--- config.mk ---
export PLATFORM = sky130hd
export DESIGN_NAME = tcblp_div
export DESIGN_NICKNAME = d
export VERILOG_FILES = /design/src/design/two_choice_block_linear_probe_table_core_macros.svh /design/src/design/tcblp_pkg.sv /design/src/design/tcblp_div.sv
export SDC_FILE = /design/constraint.sdc
export NUM_CORES = 1
export LEC_CHECK = 0
export BUFFER_PORTS_ARGS = -buffer_cell sky130_fd_sc_hd__buf_2
export CAP_MARGIN = 20
export CORE_MARGIN = 2
export CORE_UTILIZATION = 50
export CTS_CLUSTER_DIAMETER = 40
export DETAILED_ROUTE_END_ITERATION = 8
export PLACE_DENSITY = 0.74
export SETUP_SLACK_MARGIN = 0.02
export SLEW_MARGIN = 5
export SYNTH_ARGS = -nofsm -noshare
export SYNTH_HDL_FRONTEND = slang
export SYNTH_SLANG_ARGS = --single-unit
--- constraint.sdc ---
create_clock -name clk -period 2.7 [get_ports clk]
set_input_delay 0.405 -clock clk [delete_from_list [all_inputs] [get_ports clk]]
set_output_delay 0.405 -clock clk [all_outputs]
set_load 0.02 [all_outputs]
--- src/design/two_choice_block_linear_probe_table_core_macros.svh ---
// Assertion macros shared by the table core RTL
`ifndef TWO_CHOICE_BLOCK_LINEAR_PROBE_TABLE_CORE_MACROS_SVH
`define TWO_CHOICE_BLOCK_LINEAR_PROBE_TABLE_CORE_MACROS_SVH

// same-cycle implication, clocked on clk, quiet in reset
`define TCB_ASSERT_IMP(name, pre, post, msg) \
  name: assert property (@(posedge clk) disable iff (rst) (pre) |-> (post)) else $error(msg);

// next-cycle implication, clocked on clk, quiet in reset
`define TCB_ASSERT_NXT(name, pre, post, msg) \
  name: assert property (@(posedge clk) disable iff (rst) (pre) |=> (post)) else $error(msg);

`endif

--- src/design/tcblp_pkg.sv ---
// Types and constants for the two-choice blocked linear probing table
package tcblp_pkg;

  localparam int MAX_SLOTS = 1024;
  localparam int AW        = $clog2(MAX_SLOTS);
  localparam int SZ_W      = $clog2(MAX_SLOTS + 1);
  localparam int CFG_W     = 11;
  localparam int KEY_W     = 64;
  localparam int PC_W      = 12;
  localparam int CNT_W     = $clog2(KEY_W + 1);

  localparam logic [1:0] REG_TABLE_SLOTS = 2'd0;
  localparam logic [1:0] REG_BLOCK_SLOTS = 2'd1;

  localparam logic OP_INSERT = 1'b0;
  localparam logic OP_SEARCH = 1'b1;

  typedef struct packed {
    logic             kind;
    logic [KEY_W-1:0] key;
    logic [KEY_W-1:0] hash_a;
    logic [KEY_W-1:0] hash_b;
    logic             coin;
  } in_item_t;

  typedef struct packed {
    logic             success;
    logic [PC_W-1:0]  probe_count;
    logic [CFG_W-1:0] stored_count;
  } out_item_t;

  typedef struct packed {
    logic             go;
    logic             short_op;
    logic [KEY_W-1:0] dividend;
    logic [SZ_W-1:0]  divisor;
  } div_req_t;

  typedef struct packed {
    logic          done;
    logic [AW-1:0] quo;
    logic [AW-1:0] rem;
  } div_rsp_t;

  typedef enum logic [4:0] {
    ST_CLR,
    ST_IDLE,
    ST_HA,
    ST_HB,
    ST_DA,
    ST_DB,
    ST_SMP,
    ST_SMQ,
    ST_LD1,
    ST_LD2,
    ST_CHS,
    ST_IBLK,
    ST_IBLKW,
    ST_IMOD,
    ST_IPRB,
    ST_IPRBW,
    ST_SSEL,
    ST_SPRBW,
    ST_FIN
  } state_t;

endpackage

--- src/design/tcblp_div.sv ---
// Shared restoring divider, one quotient bit per cycle
module tcblp_div (
  input  logic                clk,
  input  logic                rst,
  input  tcblp_pkg::div_req_t req,
  output tcblp_pkg::div_rsp_t rsp
);
  import tcblp_pkg::*;

  logic [KEY_W-1:0] shreg;
  logic [AW-1:0]    rem;
  logic [SZ_W-1:0]  dvs;
  logic [CNT_W-1:0] cnt;
  logic             run;
  logic             done;
  logic [AW:0]      trial;
  logic             fits;

  assign trial = {rem, shreg[KEY_W-1]};
  assign fits  = trial >= dvs;

  always_ff @(posedge clk) begin
    if (rst) begin
      run  <= 1'b0;
      done <= 1'b0;
      cnt  <= '0;
    end else begin
      done <= 1'b0;
      if (req.go) begin
        run <= 1'b1;
        cnt <= req.short_op ? CNT_W'(AW) : CNT_W'(KEY_W);
      end else if (run) begin
        cnt <= cnt - 1'b1;
        if (cnt == CNT_W'(1)) begin
          run  <= 1'b0;
          done <= 1'b1;
        end
      end
    end
  end

  always_ff @(posedge clk) begin
    if (req.go) begin
      shreg <= req.short_op ? {req.dividend[AW-1:0], {(KEY_W-AW){1'b0}}} : req.dividend;
      rem   <= '0;
      dvs   <= req.divisor;
    end else if (run) begin
      shreg <= {shreg[KEY_W-2:0], fits};
      rem   <= fits ? AW'(trial - dvs) : trial[AW-1:0];
    end
  end

  assign rsp.done = done;
  assign rsp.quo  = shreg[AW-1:0];
  assign rsp.rem  = rem;

endmodule

==> reports/metrics.cfg, run 1 <==
[status]
outcome=complete, no violations

[route]
top_layer_used=met4
drt_first_pass_iters=4
wirelength_mm=9.43
drt_first_iter_violations=159
routedWlPerCell_um=14.3
drc=0
dr_wl_met3_um=582
met1_length_mm=4.42
wl_met2_mm=4.31
viasPerCell=5.14
ant_nets=0
vias=3390

[synth]
synth_area_sq_um=4580
syn_area_per_cell_sq_um=9.92
synth_cell_type_count=40
ys_ff_latch=94
ys_seq_area_share_pct=57.4
yosys_warnings=0
ys.flop_type=edfxtp_1
syn_inst=462
synth_nets=555
synth_edf_count=75
async_reset_ff_share_pct=0

[clock_network]
cts_made_buffers=9
cts_tree=done
post_cts_resized=0
postCtsHoldBufs=0
clkSinkCount=94
postCtsSetupRepairBufs=0
htreeDepth=3
cts_buffer_depth=2
clk_latency_ns=0.36
clkSlewWorstSetupHoldPaths_ns=0.09
cts_root_buffer=clkbuf_8

[finish]
nets=640
layout-drive-gt1-share_pct=22.8
final_cell_mix=buf_2 (99), edfxtp_1 (75), inv_1 (68), nand2_1 (68), o21ai_0 (61)
layout_commonest_cell=buf_2
layout.cell_area.non_filler_sq_um=5330
area_growth_syn_to_layout_pct=16.3
antenna_cells=0

[pwr]
peakVddDrop_mv=0.293
p_switching_mw=0.852
swShare_pct=25.9
clockPowerShare_pct=31.5
seq_power_share_pct=54.1
p_int_mw=2.44
finalPower_mw=3.29
p_per_area_nw_per_um2=618
power_leakage_nw=2.35
pwr-share-comb_pct=14.4

[floorplanning]
die_w_um=99.8
ios=100
core-area_sq_um=8810
start_util_pct=52.1
die_y_um=99.8
die_area_sq_um=9950
rows=34

[grt]
grt_pass1_wl_mm=15.3
grt_max_degree=47
antenna_found_initial=1
grt-ovfl-total=0
track_usage_pct=19.4
grt_pass1_vias=3277

[hold_path]
hold_class=input port to register
hold_end=dvs[4]
hold_path_depth=1
hold_path_startpoint=req[4]

[sta]
relSlewSlack_pct=59.1
tns_ns=0
skew_ns=0.0114
worstMarginPinSlew_ns=0.612
fmax_mhz=421
period_needed_ns=2.38
finalHoldViolCount=0
finalCritPeriodShare_pct=88.1
setup_viol=0
slew_violations=0
rsz0062_at_grt=false

[critical_path]
path_class=register to register
worstPathMaxFanout=3
reg2reg_from=shreg[63]
cp-end-kind=register
cpMostUsedCell=inv_1
reg2regPathDepth=10
cp.required_ns=2.93
reg2reg_to=rem[6]
crit_chain=inv_1 > ha_1 > inv_1 > fa_1 > a211oi_1 > nor2_1 > o21ai_0 > a21oi_1 > nor4b_1 > nor3_1
slowest_stage=fa_1
rrSetupSlack_ns=0.32
arrival_ns=2.61
worstSetupStartpointType=register
critical_path.max_stage_delay_ns=0.42

[placed_design]
placed_area_sq_um=5110
dpl.hpwl_mm=6.65
place.gp.congestion=0.844
port_buffers=99

[job]
maxCapViolations=0

==> flip-flops by register name, summed over array words and instances, names as in the netlist <==
name and flops:
rem 10, done 1, run 1, dvs 11, shreg 64, cnt 7
==> power groups by stage <==
stage               combinational (mW)  clock (mW)  sequential (mW)
floorplan                        0.324           0             1.81
global placement                 0.463           0             1.81
detailed placement               0.477           0             1.81
CTS                              0.479        1.05             1.78
global route                     0.537        1.11             1.80
finish                           0.475        1.04             1.78
==> worst max-delay path by stage <==
| stage | start | to | slack [ns] | cells after the start |
|---|---|---|---|---|
| 2_1_floorplan | req[76] | shreg[0] | 0.24 | 3 |
| 3_3_place_gp | shreg[63] | rem[6] | 0.44 | 10 |
| 3_5_place_dp | shreg[63] | rem[6] | 0.33 | 10 |
| 4_1_cts | shreg[63] | rem[6] | 0.30 | 10 |
| 5_1_grt | shreg[63] | rem[6] | 0.09 | 10 |
| 6_report | shreg[63] | rem[6] | 0.32 | 10 |
==> per-layer routing <==
metal  track usage (%)  vias to the layer above
li1                  -                     1724
met1              27.3                     1556
met2              29.4                       99
met3              5.62                       11
met4              6.01                        0
met5                 0                        -
==> area by class of cell <==
cell class | instances | area [sq um]
clock buffer | 9 | 124
clock inverter | 7 | 95.1
fill | 744 | 3470
inverter | 69 | 259
multi-input combinational | 267 | 1540
sequential | 94 | 2630
tap | 108 | 135
timing repair buffer | 106 | 548
==> cell usage after synthesis (5+ instances only) <==
library cell  instances  area share (%)
edfxtp_1             75              49
inv_1                69             5.6
nand2_1              68             5.6
o21ai_0              61             6.7
nor2_1               28             2.3
a21oi_1              22             2.4
dfxtp_1              19             8.3
clkbuf_1             15             1.2
ha_1                 13             3.5
buf_4                11             1.8
mux2i_1              10             2.2
nor3_1                9            0.98
nand3_1               6            0.66
xor2_1                6             1.1
a211oi_1              5            0.82
buf_1                 5            0.41
nand2b_1              5            0.68
xnor2_1               5            0.96
==> cell families after synthesis <==
group                    count (synthesis)  synth area share (%)
AND/OR/NAND/NOR                        125                  11.6
AO/OA/AOI/OAI                          106                  13.3
buffers and inverters                  101                  9.20
flip-flops                              94                  57.4
adder cells (fa/ha/maj)                 14                  3.98
XOR/XNOR                                11                  2.10
multiplexers                            11                  2.43
==> per-stage QoR <==
step / hold slack [ns] / cells / setup WS [ns] / util (%)
after floorplan: 0.504 / 462 / 0.244 / -
after global placement: 0.496 / 644 / 0.439 / 58.1
after detailed placement: 0.508 / 644 / 0.330 / 58.1
after CTS: 0.205 / 660 / 0.304 / 60.5
after global routing: 0.198 / 660 / 0.0855 / 60.5
final: 0.221 / 660 / 0.322 / 60.5
==> worst max-delay path, delay by kind of cell (launching register included) <==
kind                       cells  cell delay (ns)
AOI/OAI and AO/OA              3             0.69
adders and majority gates      2             0.58
and+or+nand+nor                3             0.49
DFF                            1             0.36
buffers and inverters          2             0.13
Note: power is estimated with default switching activity, not from simulation.
==> inputs of run 2 (changes only) <==
- CTS_BUF_LIST: not set -> sky130_fd_sc_hd__clkbuf_4
==> run 2 against run 1 <==
  * Count of clock-buffer cells in the layout unchanged
  * Hold slack worse by 0.078 ns
  * Setup slack got worse by 0.020 ns
  * Clock power is 16% lower
  * Design area down 1.1%
  * Global-route usage down 0.060 points
  * Combinational power hardly changed
  * Flip-flop and latch count did not move
  * First-iteration DRC count grew 11%
  * Routed wire length down 0.19%
  * Via count decreased by 0.27%
  * Critical path type unchanged
==> reports/metrics.cfg, run 2 (synthesis results as in run 1) <==
[job]
maxCapViolations=0  ; unchanged

[sta]
fmax_mhz=417  ; was 421 MHz
setup_viol=0  ; unchanged
skew_ns=0.0167  ; was 0.0114 ns
period_needed_ns=2.40  ; was 2.38 ns
finalHoldViolCount=0  ; unchanged
finalCritPeriodShare_pct=88.8  ; was 88.1%
slew_violations=0  ; unchanged
relSlewSlack_pct=59.3  ; was 59.1%
tns_ns=0  ; unchanged
rsz0062_at_grt=false  ; unchanged
worstMarginPinSlew_ns=0.609  ; was 0.612 ns
fin_hold_ws_ns=0.143  ; was 0.221 ns

[route]
vias=3381  ; was 3390
viasPerCell=5.12  ; was 5.14
routedWlPerCell_um=14.3  ; about the same
drt_first_iter_violations=177  ; was 159
drt_first_pass_iters=4  ; unchanged
wirelength_mm=9.41  ; was 9.43 mm
ant_nets=0  ; unchanged
drc=0  ; unchanged

[pwr]
power_leakage_nw=2.33  ; was 2.35 nW
p_per_area_nw_per_um2=592  ; was 618 nW/um^2
peakVddDrop_mv=0.300  ; was 0.293 mV

[grt]
grt_pass1_wl_mm=15.2  ; was 15.3 mm
use_met1_pct=27.3  ; unchanged
grt_util_met2_pct=28.9  ; was 29.4%
track_usage_pct=19.3  ; was 19.4%
grtUsageMet3_pct=4.99  ; was 5.62%
grt-ovfl-total=0  ; unchanged
antenna_found_initial=1  ; unchanged
grt_max_degree=47  ; unchanged
grt_pass1_vias=3258  ; was 3277
top_usage_layer=met2  ; unchanged

[floorplanning]
ios=100  ; unchanged
die_area_sq_um=9950  ; unchanged
die_w_um=99.8  ; unchanged
die_y_um=99.8  ; unchanged
rows=34  ; unchanged
start_util_pct=52.1  ; unchanged
core-area_sq_um=8810  ; unchanged

[placed_design]
dpl.hpwl_mm=6.65  ; unchanged
place_inst=644  ; unchanged
port_buffers=99  ; unchanged
place.gp.congestion=0.844  ; unchanged

[finish]
final_cell_mix=buf_2 (99), edfxtp_1 (75), inv_1 (68), nand2_1 (68), o21ai_0 (61)  ; unchanged
layout_commonest_cell=buf_2  ; unchanged
layout-drive-gt1-share_pct=22.8  ; unchanged
final_cells=660  ; unchanged
antenna_cells=0  ; unchanged
nets=640  ; unchanged
top_regs=shreg (64), dvs (11), rem (10)  ; unchanged
regMostFlops=shreg  ; unchanged
largest_reg_flops=64  ; unchanged
area_growth_syn_to_layout_pct=15.1  ; was 16.3%

[critical_path]
rrSetupSlack_ns=0.30  ; was 0.32 ns
cp.required_ns=3.01  ; was 2.93 ns
path_class=register to register  ; unchanged
worstPathMaxFanout=3  ; unchanged
cp-end-kind=register  ; unchanged
worstSetupStartpointType=register  ; unchanged
arrival_ns=2.71  ; was 2.61 ns

[clock_network]
cts_tree=done  ; unchanged
post_cts_resized=0  ; unchanged
clk_latency_ns=0.43  ; was 0.36 ns
htreeDepth=3  ; unchanged
postCtsHoldBufs=0  ; unchanged
cts_root_buffer=clkbuf_4  ; was clkbuf_8
cts_made_buffers=9  ; unchanged
cts_buffer_depth=2  ; unchanged
clkSinkCount=94  ; unchanged
clkSlewWorstSetupHoldPaths_ns=0.15  ; was 0.09 ns
postCtsSetupRepairBufs=0  ; unchanged

[status]
outcome=complete, no violations  ; unchanged

[hold_path]
hold_class=input port to register  ; unchanged

==> run 2: cell counts in the layout (fill, tap and decap cells not counted) <==
No cell type changed its count.
==> run 2: path summary, 6_finish.rpt <==
kind / from / end / depth (start not counted)
hold / removal: req[10] / dvs[10] / 1
setup reg to reg: shreg[63] / rem[6] / 10
hold reg to reg: rem[2] / rem[2] / 2
setup / recovery: shreg[63] / rem[6] / 10
==> run 2: per-layer routing <==
metal	share of wire, %	vias up
met2	46	92
met1	47	1557
met5	0	-
met4	1.0	0
li1	-	1724
met3	5.8	8
==> run 2: where the power goes <==
part           total (mW)  switching, mW  internal (mW)
registers            1.78         0.0567           1.72
clock network       0.869          0.487          0.382
logic               0.476          0.286          0.189
total                3.13          0.830           2.30
==> run 2: critical path, stage by stage, from the launching register on <==
cell	delay [ns]
edfxtp_1	0.38
inv_1	0.08
ha_1	0.16
inv_1	0.05
fa_1	0.42
a211oi_1	0.39
nor2_1	0.12
o21ai_0	0.21
a21oi_1	0.10
nor4b_1	0.30
nor3_1	0.08
==> run 2: layout make-up <==
type                    count  area, sq um
fillers                   756         3530
flip-flops and latches     94         2630
multi-input cells         267         1540
repair buffers            106          548
inverters                  69          259
well taps                 108          135
clock inverters             7         95.1
clock buffers               9         67.6
==> run 2: through the flow <==
| step | total power [mW] | cell area [sq um] | setup WS (ns) | util (%) |
|---|---|---|---|---|
| after floorplan | 2.13 | 4580 | 0.244 | - |
| after global placement | 2.27 | 5110 | 0.439 | 58.1 |
| after detailed placement | 2.29 | 5110 | 0.330 | 58.1 |
| after CTS | 3.15 | 5280 | 0.298 | 59.9 |
| after global routing | 3.28 | 5280 | 0.0776 | 59.9 |
| final | 3.13 | 5280 | 0.302 | 59.9 |
